File: config.mk
export PLATFORM = sky130hd
export DESIGN_NAME = qtu_greedy
export DESIGN_NICKNAME = d
export VERILOG_FILES = /design/src/rtl/core/assert_macros.svh /design/src/rtl/core/qtu_pkg.sv /design/src/rtl/core/qtu_greedy.sv
export SDC_FILE = /design/constraint.sdc
export NUM_CORES = 1
export LEC_CHECK = 0
export ABC_AREA = 1
export CAP_MARGIN = 20
export CORE_MARGIN = 2
export CORE_UTILIZATION = 46
export DETAILED_ROUTE_END_ITERATION = 8
export DONT_BUFFER_PORTS = 1
export HOLD_SLACK_MARGIN = 0.15
export SYNTH_ARGS = -nofsm -noshare
export SYNTH_HDL_FRONTEND = slang
export SYNTH_SLANG_ARGS = --single-unit
File: constraint.sdc
create_clock -name aclk -period 14.52 [get_ports aclk]
set_input_delay 0.726 -clock aclk [delete_from_list [all_inputs] [get_ports aclk]]
set_output_delay 0.726 -clock aclk [all_outputs]
set_load 0.02 [all_outputs]
File: src/rtl/core/assert_macros.svh
// Assertion helpers shared by the RTL. In synthesis the bodies are empty.
`ifndef ASSERT_MACROS_SVH
`define ASSERT_MACROS_SVH

`ifndef SYNTHESIS

// Clocked property, checking suspended while the active-low reset is low.
`define QTU_ASSERT(label, clk, rstn, prop) \
    label: assert property (@(posedge clk) disable iff (!rstn) prop) \
        else $error("qtu assertion failed");

// Clocked property that also holds during reset.
`define QTU_ASSERT_NR(label, clk, prop) \
    label: assert property (@(posedge clk) prop) \
        else $error("qtu assertion failed");

`else

`define QTU_ASSERT(label, clk, rstn, prop)
`define QTU_ASSERT_NR(label, clk, prop)

`endif

`endif

File: src/rtl/core/qtu_pkg.sv
package qtu_pkg;

    // Field widths of the stream payloads.
    localparam int STATE_W  = 10;
    localparam int ACT_W    = 2;
    localparam int REWARD_W = 16;
    localparam int RATE_W   = 16;
    localparam int QVAL_W   = 32;
    localparam int S_DATA_W = 40;
    localparam int M_DATA_W = 40;

    typedef logic [STATE_W-1:0]         state_idx_t;
    typedef logic [ACT_W-1:0]           act_t;
    typedef logic signed [REWARD_W-1:0] reward_t;
    typedef logic [RATE_W-1:0]          rate_t;
    typedef logic signed [QVAL_W-1:0]   qval_t;

    // Command codes carried in s_tuser.
    localparam logic CMD_UPDATE = 1'b0;
    localparam logic CMD_QUERY  = 1'b1;

    // Configuration register indexes.
    localparam logic REG_LEARNING_RATE = 1'b0;
    localparam logic REG_DISCOUNT      = 1'b1;

    // Register reset values (alpha about 0.1, gamma about 0.9).
    localparam rate_t LEARNING_RATE_RESET = 16'd6554;
    localparam rate_t DISCOUNT_RESET      = 16'd58982;

    // Stage enables for the update datapath.
    typedef struct packed {
        logic mul1_en;
        logic diff_en;
        logic mul2_en;
    } math_ctl_t;

endpackage

File: src/rtl/core/qtu_greedy.sv
module qtu_greedy #(
    parameter int NUM_ACTIONS = 4,
    localparam int AW = $clog2(NUM_ACTIONS),
    localparam int RW = NUM_ACTIONS * qtu_pkg::QVAL_W
) (
    input  logic                   aclk,
    input  logic                   en,
    input  logic                   in_range,
    input  logic [RW-1:0]          row,
    input  logic [NUM_ACTIONS-1:0] mask,
    output logic [AW-1:0]          best_act,
    output qtu_pkg::qval_t         best_val,
    output logic                   found
);

    logic [AW-1:0]  act_c;
    qtu_pkg::qval_t val_c;
    logic           found_c;

    // First written action with the strictly largest value wins.
    always_comb begin
        act_c   = '0;
        val_c   = '0;
        found_c = 1'b0;
        for (int a = 0; a < NUM_ACTIONS; a++) begin
            if (in_range && mask[a]) begin
                if (!found_c ||
                    $signed(row[a*qtu_pkg::QVAL_W +: qtu_pkg::QVAL_W]) > val_c) begin
                    val_c   = $signed(row[a*qtu_pkg::QVAL_W +: qtu_pkg::QVAL_W]);
                    act_c   = AW'(a);
                    found_c = 1'b1;
                end
            end
        end
    end

    always_ff @(posedge aclk) begin
        if (en) begin
            best_act <= act_c;
            best_val <= val_c;
            found    <= found_c;
        end
    end

endmodule

Word level (Yosys, flattened, before mapping)
Index checks and enable logic that the tools add are counted.
Widths: inputs -> output; s select.
{ "classes": {"magnitude_cmp": 3, "muxes": 20, "reduce_logical": 10} }
{ "op_table": {"columns": ["op", "count"], "rows": [
  ["$mux 32", 7],
  ["$gt 32x32->1", 3],
  ["$mux 1", 9],
  ["$mux 2", 4],
  ["$logic_and 1x1->1", 4],
  ["$logic_not 1->1", 3],
  ["$logic_or 1x1->1", 3]
]} }
{ "totals": {"ff_bits": 35, "input_bits": 135, "output_inout_bits": 35, "word_cells": 36} }

Longest topological paths before layout
{ "logic_depth": {"ltp_word": 14, "depth_mapped": 60, "depth_no_buf": 57} }

Least setup slack after synthesis
Ideal clock, no wire load.
{ "synth_timing": {"path_kind": "input port to flip-flop", "from": "input port mask[0]", "to": "register best_val[1] (data pin)", "setup_time_ps": 254, "arrival_ps": 6192, "t_required_ps": 14266, "path_slack_ps": 8075, "stages": 49, "n_path_buf": 5, "cell_sequence": "nand2_1 -> inv_2 -> clkbuf_1 -> nand2_1 -> ha_1 -> nand2_1 -> nor2_1 -> nand3_1 -> nor3b_2 -> nand2_1 -> nand3_1 -> nand2_2 -> nand2_4 -> nand2_8 -> buf_4 -> nand2_1 -> nand3_1 -> and2_1 -> [... 13 more ...] -> buf_2 -> nand2_1 -> nand2_1 -> ha_1 -> nand2_1 -> inv_1 -> nand3_1 -> nor4_1 -> nand2_1 -> nand3b_1 -> nand2_1 -> nand2_1 -> o21ai_1 -> nand2_1 -> inv_2 -> buf_2 -> nand2_1 -> nand2_1"} }
{ "synth_between": {"elab_chain_cells": 14, "word_cells_on_any_way": 22, "classes_between": "order compare: 3; mux: 12; reduce/logical: 7"} }
{ "synth_lines": {"columns": ["item", "line_no", "source"], "rows": [
  ["start, declared", "qtu_greedy.sv:10", "input logic [NUM_ACTIONS-1:0] mask,"],
  ["$logic_and 1x1->1 *", "qtu_greedy.sv:26", "if (in_range && mask[a]) begin"],
  ["$mux 32 / $mux 1 (equally long branches)", "qtu_greedy.sv:26", null],
  ["$gt 32x32->1 / $logic_not 1->1 (equally long branches)", "qtu_greedy.sv:28, qtu_greedy.sv:27", null],
  ["$logic_or 1x1->1", "qtu_greedy.sv:27", "if (!found_c ||"],
  ["$mux 32 / $mux 1 (equally long branches)", "qtu_greedy.sv:27", null],
  ["$mux 32 / $mux 1 (equally long branches)", "qtu_greedy.sv:26", null],
  ["$gt 32x32->1 / $logic_not 1->1 (equally long branches)", "qtu_greedy.sv:28, qtu_greedy.sv:27", null],
  ["$logic_or 1x1->1", "qtu_greedy.sv:27", null],
  ["$mux 32 / $mux 1 (equally long branches)", "qtu_greedy.sv:27", null],
  ["$mux 32 / $mux 1 (equally long branches)", "qtu_greedy.sv:26", null],
  ["$gt 32x32->1 / $logic_not 1->1 (equally long branches)", "qtu_greedy.sv:28, qtu_greedy.sv:27", null],
  ["$logic_or 1x1->1", "qtu_greedy.sv:27", null],
  ["$mux 32", "qtu_greedy.sv:27", null],
  ["$mux 32 *", "qtu_greedy.sv:26", null],
  ["via val_c[1]", "qtu_greedy.sv:17", "qtu_pkg::qval_t val_c;"],
  ["end signal, assigned", "qtu_greedy.sv:40", "best_val <= val_c;"],
  ["end, declared", "qtu_greedy.sv:12", "output qtu_pkg::qval_t best_val,"]
]} }
Mark *: on every way through the listed nets, which the timed path passes. The rest lies on a longest branch.
A chain may end at the register's enable or synchronous reset.

Worst setup path in the final report
{ "layout_timing": {"from": "input port mask[0]", "to": "register best_val[29] (data pin)"} }
Same word-level chain as after synthesis.

==> results_dict.tcl <==
set metrics [dict create \
    drv_cap 0 \
    synthMuxAreaShare_pct 0 \
    hold_viol 0 \
    nets 970 \
    cp_common_cell "nand2_1" \
    layout_commonest_cell "nand2_1" \
    critPathCaptureType "register" \
    cts_setup_buffers 0 \
    grt_max_degree 40 \
    track_usage_pct 24.3 \
    p_clk_share_pct 18.2 \
    layout_setup_ws_ns 6.09 \
    whs_path_depth 0 \
    p_int_w 0.000220 \
    seq_area_frac_synth_pct 20.5 \
    synth_compound_area_share_pct 11.1 \
    crit_type "input pin to register" \
    synth_area_leaders "ha_1 (23%), nand2_1 (21%), edfxtp_1 (20%), nand3_1 (6.9%), inv_1 (4.8%)" \
    syn_to_final_growth_pct 2.90 \
    portBuffers 0 \
    dr_total_vias 4744 \
    ff_latch_area_mm2 0.00105 \
    final_antenna_net_count 0 \
    worst_pin_slew_ns 0.644 \
    antenna_found_initial 0 \
    ys_warn_count 0 \
    start_kind "input pin" \
    die_h_um 110 \
    syn_area_per_cell_um2 6.84 \
    cp_max_fo 39 \
    slew_viol_final 0 \
    globalplace.congestion 0.898 \
    clk_pin_slew_ns 0.07 \
    drtIter0Drc 277 \
    ios 170 \
    comb_power_share_pct 41.3 \
    setup_viol 0 \
    wirelength_mm 14.5 \
    grt_pass1_vias 4510 \
    synth_nets 982 \
    ir_worst_vdd_v 0.0000505 \
    cpPeakStageDelay_ns 0.56 \
    seqPwrFrac_pct 40.5 \
    wire_per_inst_um 16.5 \
    layout_min_cycle_time_ns 8.43 \
    clockRootBuffer "clkbuf_8" \
    synthAdderAreaFrac_pct 23.4 \
    use_met2_pct 37.9 \
    core-area_mm2 0.0109 \
    hold_class "input pin to register" \
    worstPathArrival_ns 8.47 \
    drive_gt1_share_pct 7.04 \
    layout_common_cells "nand2_1 (283), ha_1 (96), nand3_1 (71), inv_1 (65), a21oi_1 (45)" \
    via_per_inst 5.40 \
    clk_path_buf_depth 2 \
    dr.pass1.iters 5 \
    syn_inst 751 \
    hold_path_end "best_val[26]" \
    synth_top_cell_area_share_pct 23.4 \
    finalSetupTns_ns 0 \
    cts_tree "yes" \
    fin_crit_sh_pct 58.1 \
    htreeDepth 2 \
    hp-start "en" \
    synth-simple-area-share_pct 37.7 \
    cts_made_buffers 5 \
    synth-xor-area-share_pct 0 \
    die_area_mm2 0.0120 \
    p_switching_w 0.000155 \
    gr-usage-met1_pct 34.1 \
    status "completed" \
    overflow 0 \
    clock-sinks 35 \
    dp_slack_ns 5.73 \
    slowest_stage "inv_2" \
    yosysTopAreaCell "ha_1" \
    use_met3_pct 5.57 \
    die_w_um 110 \
    power_density_mw_per_mm2 70.9 \
    dp_hpwl_mm 12.4 \
    initial_core_util_pct 47.2 \
    rsz0062_at_grt "false" \
    ys_types 34 \
    cts_resized 0 \
    power_switching_share_pct 41.4 \
    total_leakage_power_nw 2.71 \
    finalCoreUtilization_pct 48.5 \
    nFillCells 1094 \
    crit_required_ns 14.55 \
    multi_input_area_mm2 0.00371 \
    synth_area_mm2 0.00513 \
    synth_top_family_by_area "simple AND/OR/NAND/NOR gates" \
    synth_seq_cells 35 \
    row_count 38 \
    hold_buffers 0 \
    diodes 0 \
    maxSlewHeadroom_pct 57.0 \
    drc 0 \
    whs_ns 0.535 \
    grt.busiest_layer "met2" \
    grt_pass1_wl_mm 22.6 \
    critPathLaunch "mask[0]" \
    fmax_mhz 119 \
]
-- worst max-delay path: cells and delay by family --
family,cells,cell delay (ns)
AO/OA/AOI/OAI,2,0.13
adder cells (fa/ha/maj),3,1.03
buffers and inverters,6,1.79
AND/OR/NAND/NOR,37,4.74
-- registers in the layout, indices dropped and copies added (netlist names) --
name	cells
best_act	2
best_val	32
found	1
-- per-layer routing --
metal | up-vias | part of all wire, %
met2 | 182 | 43
met4 | 0 | 1.2
met5 | - | 0
met3 | 10 | 9.0
met1 | 2077 | 46
li1 | 2475 | -
-- worst max-delay path by stage --
stage / endpoint / slack (ns) / cells past startpoint
final: best_val[29] / 6.09 / 48
after global routing: best_val[29] / 5.12 / 47
after CTS: best_val[29] / 6.03 / 49
after detailed placement: best_val[29] / 5.73 / 49
after global placement: best_val[29] / 6.03 / 48
after floorplan: best_val[1] / 8.07 / 49
-- synth_stat cells --
master    instances
nand2_1         283
ha_1             96
nand3_1          71
inv_1            65
a21oi_1          45
edfxtp_1         35
nor2_1           23
or2_1            20
o21ai_2          16
o21ai_0          14
nand2_2          12
buf_2            11
nand4_1           7
clkbuf_1          6
and2_1            5
o21a_1            4
o21bai_1          4
or2_2             4
buf_6             3
inv_2             3
nand3b_1          3
nor3_1            3
o211ai_1          3
nand2_8           2
nor2_2            2
o21ai_1           2
o21ai_4           2
a21o_1            1
buf_4             1
clkinv_1          1
nand2_4           1
nor3b_2           1
nor4_1            1
nor4_2            1
-- cell type report --
type | count | area share, %
timing repair buffer | 2 | 0.284
tap | 140 | 3.32
clock buffer | 5 | 1.30
multi-input combinational | 626 | 70.1
clock inverter | 2 | 0.166
sequential | 35 | 19.9
inverter | 69 | 4.90
-- power by group through the flow --
| stage | clock (W) | sequential (W) | combinational (W) |
|---|---|---|---|
| CTS | 0.0000709 | 0.000152 | 0.000155 |
| finish | 0.0000682 | 0.000152 | 0.000155 |
| global route | 0.0000742 | 0.000154 | 0.000181 |
| floorplan | 0 | 0.000152 | 0.000122 |
| detailed placement | 0 | 0.000155 | 0.000154 |
| global placement | 0 | 0.000154 | 0.000149 |
-- logic make-up (layout without fill, tap and decap cells) --
family,Yosys count,count (layout)
and+or+nand+nor,439,439
adders and majority gates,96,96
AOI/OAI and AO/OA,91,91
buffers and inverters,90,78
DFF,35,35
-- stage by stage --
stage          std cells  instance area (µm²)  power, W
2_1_floorplan        751                 5130  0.000275
3_3_place_gp         872                 5210  0.000303
3_5_place_dp         872                 5210  0.000309
4_1_cts              879                 5280  0.000378
5_1_grt              879                 5280  0.000409
6_report             879                 5280  0.000375
No activity file was read; power rests on OpenSTA's default activity.
