### src/rtl/core/assert_macros.svh
// Assertion helpers shared by the RTL. In synthesis the bodies are empty.
`ifndef ASSERT_MACROS_SVH
`define ASSERT_MACROS_SVH

`ifndef SYNTHESIS

// Clocked property, checking suspended while the active-low reset is low.
`define QTU_ASSERT(label, clk, rstn, prop) \
    label: assert property (@(posedge clk) disable iff (!rstn) prop) \
        else $error("qtu assertion failed");

// Clocked property that also holds during reset.
`define QTU_ASSERT_NR(label, clk, prop) \
    label: assert property (@(posedge clk) prop) \
        else $error("qtu assertion failed");

`else

`define QTU_ASSERT(label, clk, rstn, prop)
`define QTU_ASSERT_NR(label, clk, prop)

`endif

`endif

### src/rtl/core/qtu_pkg.sv
package qtu_pkg;

    // Field widths of the stream payloads.
    localparam int STATE_W  = 10;
    localparam int ACT_W    = 2;
    localparam int REWARD_W = 16;
    localparam int RATE_W   = 16;
    localparam int QVAL_W   = 32;
    localparam int S_DATA_W = 40;
    localparam int M_DATA_W = 40;

    typedef logic [STATE_W-1:0]         state_idx_t;
    typedef logic [ACT_W-1:0]           act_t;
    typedef logic signed [REWARD_W-1:0] reward_t;
    typedef logic [RATE_W-1:0]          rate_t;
    typedef logic signed [QVAL_W-1:0]   qval_t;

    // Command codes carried in s_tuser.
    localparam logic CMD_UPDATE = 1'b0;
    localparam logic CMD_QUERY  = 1'b1;

    // Configuration register indexes.
    localparam logic REG_LEARNING_RATE = 1'b0;
    localparam logic REG_DISCOUNT      = 1'b1;

    // Register reset values (alpha about 0.1, gamma about 0.9).
    localparam rate_t LEARNING_RATE_RESET = 16'd6554;
    localparam rate_t DISCOUNT_RESET      = 16'd58982;

    // Stage enables for the update datapath.
    typedef struct packed {
        logic mul1_en;
        logic diff_en;
        logic mul2_en;
    } math_ctl_t;

endpackage

### src/rtl/core/qtu_math.sv
module qtu_math (
    input  logic               aclk,
    input  qtu_pkg::math_ctl_t ctl,
    input  qtu_pkg::rate_t     alpha,
    input  qtu_pkg::rate_t     gamma,
    input  qtu_pkg::reward_t   reward,
    input  qtu_pkg::qval_t     max_next,
    input  qtu_pkg::qval_t     cur,
    output qtu_pkg::qval_t     result,
    output logic               sat
);

    logic signed [48:0] prod1_c, prod1_reg;
    logic signed [33:0] diff_c, diff_reg;
    logic signed [50:0] prod2_c, prod2_reg;
    logic signed [35:0] res_c;

    // Stage 1: gamma * maxNext, exact.
    assign prod1_c = $signed({1'b0, gamma}) * max_next;

    // Stage 2: reward widened to Q16.16 plus the floored discount term, minus Q.
    assign diff_c = $signed({{10{reward[15]}}, reward, 8'b0})
                  + 34'(prod1_reg >>> 16) - 34'(cur);

    // Stage 3: alpha * difference, exact.
    assign prod2_c = $signed({1'b0, alpha}) * diff_reg;

    always_ff @(posedge aclk) begin
        if (ctl.mul1_en) begin
            prod1_reg <= prod1_c;
        end
        if (ctl.diff_en) begin
            diff_reg <= diff_c;
        end
        if (ctl.mul2_en) begin
            prod2_reg <= prod2_c;
        end
    end

    // Final add with the floored step, clamped to 32 bits.
    assign res_c = 36'(cur) + 36'(prod2_reg >>> 16);

    always_comb begin
        sat    = 1'b0;
        result = res_c[31:0];
        if (res_c > 36'sd2147483647) begin
            sat    = 1'b1;
            result = 32'sh7FFF_FFFF;
        end else if (res_c < -36'sd2147483648) begin
            sat    = 1'b1;
            result = 32'sh8000_0000;
        end
    end

endmodule

### config.mk
export PLATFORM = sky130hd
export DESIGN_NAME = qtu_math
export DESIGN_NICKNAME = d
export VERILOG_FILES = /design/src/rtl/core/assert_macros.svh /design/src/rtl/core/qtu_pkg.sv /design/src/rtl/core/qtu_math.sv
export SDC_FILE = /design/constraint.sdc
export NUM_CORES = 2
export LEC_CHECK = 0
export BUFFER_PORTS_ARGS = -buffer_cell sky130_fd_sc_hd__buf_2
export CORE_ASPECT_RATIO = 1.5
export CORE_MARGIN = 10
export CORE_UTILIZATION = 66
export DETAILED_ROUTE_END_ITERATION = 12
export HOLD_SLACK_MARGIN = 0.06
export PLACE_DENSITY = 0.84
export RECOVER_POWER = 50
export SLEW_MARGIN = 25
export SYNTH_ARGS = -nofsm -noshare
export SYNTH_HDL_FRONTEND = slang
export SYNTH_SLANG_ARGS = --single-unit
export TNS_END_PERCENT = 100
### constraint.sdc
create_clock -name aclk -period 9 [get_ports aclk]
set_clock_uncertainty 0.2 [all_clocks]
set_input_delay 1.8 -clock aclk [delete_from_list [all_inputs] [get_ports aclk]]
set_output_delay 1.8 -clock aclk [all_outputs]
set_load 0.05 [all_outputs]
Yosys cells after proc, flatten, opt, wreduce, memory -nomap -nowiden
Index checks and enable logic that the tools add are counted.

storage, ports and cells
  flip-flop bits (word level) = 134
  bits of input ports = 116
  output and inout bits = 33
  logic and storage cells = 14

operators by class
  $add $sub $neg = 3
  multipliers = 2
  $lt $le $gt $ge = 2
  mux-type cells = 4

operator list
  kind                                                              number
  2-to-1 mux 32 bit                                                 2
  multiplier 17 x 34 -> 51 bit                                      1
  multiplier 17 x 32 -> 49 bit                                      1
  adder 32 x 35 -> 36 bit                                           1
  greater-than comparator 36 x 32 -> 1 bit (second input constant)  1
  less-than comparator 36 x 32 -> 1 bit (second input constant)     1
  adder 24 x 33 -> 34 bit                                           1
  subtractor 34 x 32 -> 34 bit                                      1
  2-to-1 mux 1 bit                                                  2

Longest topological paths before layout
  depth in word-level cells = 4
  gate-level depth with buffers = 26
  mapped depth without buffers = 25

Worst setup path after synthesis
OpenSTA, ideal clock, no wires.

  kind = in2reg
  start point = input alpha[8]
  end point = register prod2_reg[44], data pin
  library setup time = 260 ps
  arrival time = 7757 ps
  required time = 8540 ps
  path slack = 783 ps
  stages on the path = 23
  path buffers = 2
  path through = clkbuf_1 clkbuf_1 nand2_1 fa_1 inv_1 fa_1 fa_1 fa_1 fa_1 inv_1 fa_1 inv_1 ha_1 and2_1 nand3_1 or3_1 nor3_1 o21a_1 a31oi_1 o21a_1 o21ai_0 o221ai_1 xnor2_1

between the ends
  word-level cells in the longest chain between the ends = 1

ends and longest elaborated chain
  element                       line            text
  from (decl)                   qtu_math.sv:4   input qtu_pkg::rate_t alpha,
  multiplier 17 x 34 -> 51 bit  qtu_math.sv:26  assign prod2_c = $signed({1'b0, alpha}) * diff_reg;
  via prod2_c[44]               qtu_math.sv:15  logic signed [50:0] prod2_c, prod2_reg;
  to (signal assigned)          qtu_math.sv:36  prod2_reg <= prod2_c;
  to (decl)                     qtu_math.sv:15

The timed path passes the listed nets, and every way through them passes these cells.
A chain may end at the register's enable or synchronous reset.

Worst setup path after layout
  start point = input alpha[3]
  end point = register prod2_reg[46], data pin

Same word-level chain as after synthesis.

==> impl_metrics.py <==
metrics = {
    "outcome": {
        "outcome": "finished, violations left",
        "failed_checks": "capacitance limit, slew limit",
    },
    "floorplan": {
        "die_area_sq_um": 76280,
        "die_w_um": 228.9,
        "rows": 114,
        "ios": 149,
        "core_sq_um": 64610,
        "die_height_um": 333.3,
        "start_util_pct": 66.84,
    },
    "grt": {
        "grt_overflow": 0,
        "grt_max_degree": 36,
        "grt_pass1_vias": 37065,
        "grt_first_pass_wirelength_mm": 184.6,
        "antenna_found_initial": 4,
        "groute.usage.overall_pct": 30.53,
    },
    "placed_design": {
        "io_buffers": 148,
        "dp_hpwl_mm": 93.68,
        "gp_congestion": 0.9738,
        "place_area_sq_um": 44700,
    },
    "synth": {
        "synth_edf_count": 102,
        "ys_warn_count": 0,
        "synth_area_sq_um": 43190,
        "synthCells": 4740,
        "synth_top_cell_by_area": "fa_1",
        "syn_nets": 6194,
        "synthFlopType": "edfxtp_1",
        "ys_ff_latch": 102,
        "ys_types": 72,
        "synth_async_sr_flop_share_pct": 0,
        "synth_top_area_share_pct": 47.70,
        "ys_seq_area_share_pct": 7.092,
        "avgSynthCellArea_sq_um": 9.111,
        "ys_top_cells_by_area": "fa_1 48%, inv_1 11%, ha_1 9.0%",
    },
    "setup_path": {
        "cp_num_buf_inv": 5,
        "start_kind": "input pin",
        "cp_max_fo": 23,
        "crit_type": "input pin to flop",
        "cp_slowest_cell": "fa_1",
        "crit_arrival_ps": 8550,
        "crit_path_end_kind": "flop",
        "cpMostUsedCell": "fa_1",
        "crit_path_max_incr_delay_ps": 580,
        "r2r_setup_slack_ps": 1370,
        "required_ps": 8930,
        "crit_chain": "buf_2 -> nand2_1 -> fa_1 -> fa_1 -> fa_1 -> fa_1 -> inv_1 -> fa_1 -> inv_1 -> fa_1 -> inv_1 -> ha_1 -> a211oi_1 -> nand2_1 -> a2111oi_0 -> buf_4 -> nor3_1 -> o21a_1 -> a21o_1 -> a31oi_1 -> o21ai_0 -> a21boi_0 -> xnor2_1",
        "crit_family": "adder cells",
    },
    "timing": {
        "finalSetupViolCount": 0,
        "rsz0062_at_grt": "no",
        "fmax_mhz": 116.0,
        "fin_setup_tns_ps": 0,
        "min_period_ps": 8621,
        "slew_headroom_pct": -53.36,
        "worst_pin_slew_ps": 2300,
        "final-hold-violation-count": 0,
        "fin_crit_sh_pct": 95.79,
        "slew_viol_final": 105,
    },
    "final_layout": {
        "n_fill_cell": 4861,
        "final_cell_area_sq_um": 45050,
        "syn2layout_area_growth_pct": 4.305,
        "antennaDiodeCount": 0,
        "drive_above_1_share_pct": 5.545,
        "largest_reg_flops": 35,
        "nNetsFinal": 6228,
    },
    "clock_tree": {
        "clock_path_buffers": 2,
        "clkLatencyLatePin_ps": 380,
        "cts.sinks": 102,
        "cts-resized-gates": 0,
        "path_clk_slew_ps": 90,
        "htreeDepth": 3,
        "cts_buffers": 9,
        "cts_tree": "yes",
        "postCtsSetupRepairBufs": 0,
        "clockRootBuffer": "clkbuf_16",
        "ctsHoldBuffers": 0,
    },
    "routing": {
        "viasPerCell": 5.746,
        "post_drt_wl_per_cell_um": 19.94,
        "postRouteAntennaNets": 0,
        "first_pass_iters": 6,
        "via_count": 32459,
        "wl_mm": 112.7,
        "drcViolationCount": 0,
        "drtIter0Drc": 2265,
    },
    "run": {
        "drv_cap": 3,
    },
    "min_path": {
        "hp-class": "flop to flop",
    },
}
[layout make-up]
cell class	instances	area (sq um)	share of cell area, %
Multi-Input combinational cell	3199	34610	76.83
Inverter	1255	4711	10.46
Sequential cell	102	3063	6.800
Timing Repair Buffer	207	1246	2.767
Tap cell	870	1089	2.417
Clock buffer	9	225.2	0.5000
Clock inverter	7	102.6	0.2278
[cells in the mapped netlist, types with 10 or more instances]
| library cell | n |
|---|---|
| inv_1 | 1255 |
| fa_1 | 1029 |
| nand2_1 | 739 |
| and2_1 | 384 |
| ha_1 | 309 |
| clkbuf_1 | 169 |
| a21oi_1 | 125 |
| edfxtp_1 | 102 |
| xnor2_1 | 88 |
| nor2_1 | 70 |
| o21ai_0 | 66 |
| a21o_1 | 62 |
| xor2_1 | 48 |
| o21ai_2 | 30 |
| nand3_1 | 25 |
| nand4_1 | 22 |
| o21a_1 | 21 |
| nor3_1 | 18 |
| a31oi_1 | 16 |
| and3_1 | 15 |
| a211oi_1 | 13 |
| o21bai_1 | 13 |
| nor2b_1 | 12 |
| o211ai_1 | 10 |
[layer usage]
layer	up-vias	global-route usage [%]	part of all wire, %
met4	6	18.23	6.9
li1	13992	-	-
met3	545	4.785	7.8
met5	-	0	0.038
met1	16340	32.91	33
met2	1576	55.65	52
[metrics by stage]
step | util (%) | std cells | hold slack, ps | worst slack (ps)
after floorplan | - | 4740 | 423.0 | 783.0
after global placement | 69.18 | 5632 | 475.6 | 204.3
after detailed placement | 69.18 | 5632 | 516.2 | 78.57
after CTS | 69.68 | 5648 | 545.1 | 467.0
after global routing | 69.71 | 5649 | 583.6 | 205.7
final | 69.71 | 5649 | 533.0 | 378.9
[worst register-to-register path, cell delays in order, from the launching register on]
cell	delay [ps]
edfxtp_1	900
and2_1	290
fa_1	440
inv_1	80
fa_1	430
fa_1	510
fa_1	550
inv_1	50
fa_1	480
inv_1	50
fa_1	520
inv_1	60
ha_1	300
a211oi_1	260
nand2_1	90
a2111oi_0	390
buf_4	200
nor3_1	70
o21a_1	330
a21o_1	250
a31oi_1	300
o21ai_0	250
a21boi_0	300
xnor2_1	100
[logic make-up (layout without fill, tap and decap cells)]
kind of cell | count (synthesis) | in the layout | share of synthesized area [%]
buffers and inverters | 1439 | 1478 | 12.79
and+or+nand+nor | 1311 | 1311 | 14.27
DFF | 102 | 102 | 7.092
adders and majority gates | 1338 | 1338 | 56.65
xor gates and xnor gates | 136 | 136 | 2.758
AOI/OAI and AO/OA | 414 | 414 | 6.441
[path summary, 6_finish.rpt]
path | startpoint | end | cells after the start
setup / recovery | alpha[3] | prod2_reg[46]$_DFFE_PP_ | 23
setup reg to reg | diff_reg[6]$_DFFE_PP_ | prod2_reg[46]$_DFFE_PP_ | 23
hold reg to reg | prod1_reg[17]$_DFFE_PP_ | diff_reg[1]$_DFFE_PP_ | 2
hold / removal | prod1_reg[17]$_DFFE_PP_ | diff_reg[1]$_DFFE_PP_ | 2
[cells in the final DEF, fill, tap and decap left out, types with 15 or more instances in the layout]
cell type | netlist | layout
inv_1 | 1255 | 1255
nand3_1 | 25 | 25
o21ai_2 | 30 | 30
and2_1 | 384 | 383
ha_1 | 309 | 309
nor3_1 | 18 | 18
nand4_1 | 22 | 22
buf_4 | 3 | 54
o21ai_0 | 66 | 66
fa_1 | 1029 | 1029
a21o_1 | 62 | 62
a21oi_1 | 125 | 125
nand2_1 | 739 | 739
o21a_1 | 21 | 21
nor2_1 | 70 | 70
a31oi_1 | 16 | 16
xor2_1 | 48 | 48
and3_1 | 15 | 15
edfxtp_1 | 102 | 102
buf_2 | 0 | 142
xnor2_1 | 88 | 88
Power is not shown: default switching activity piles up to over one toggle a cycle in this logic, so the estimate is an artifact.
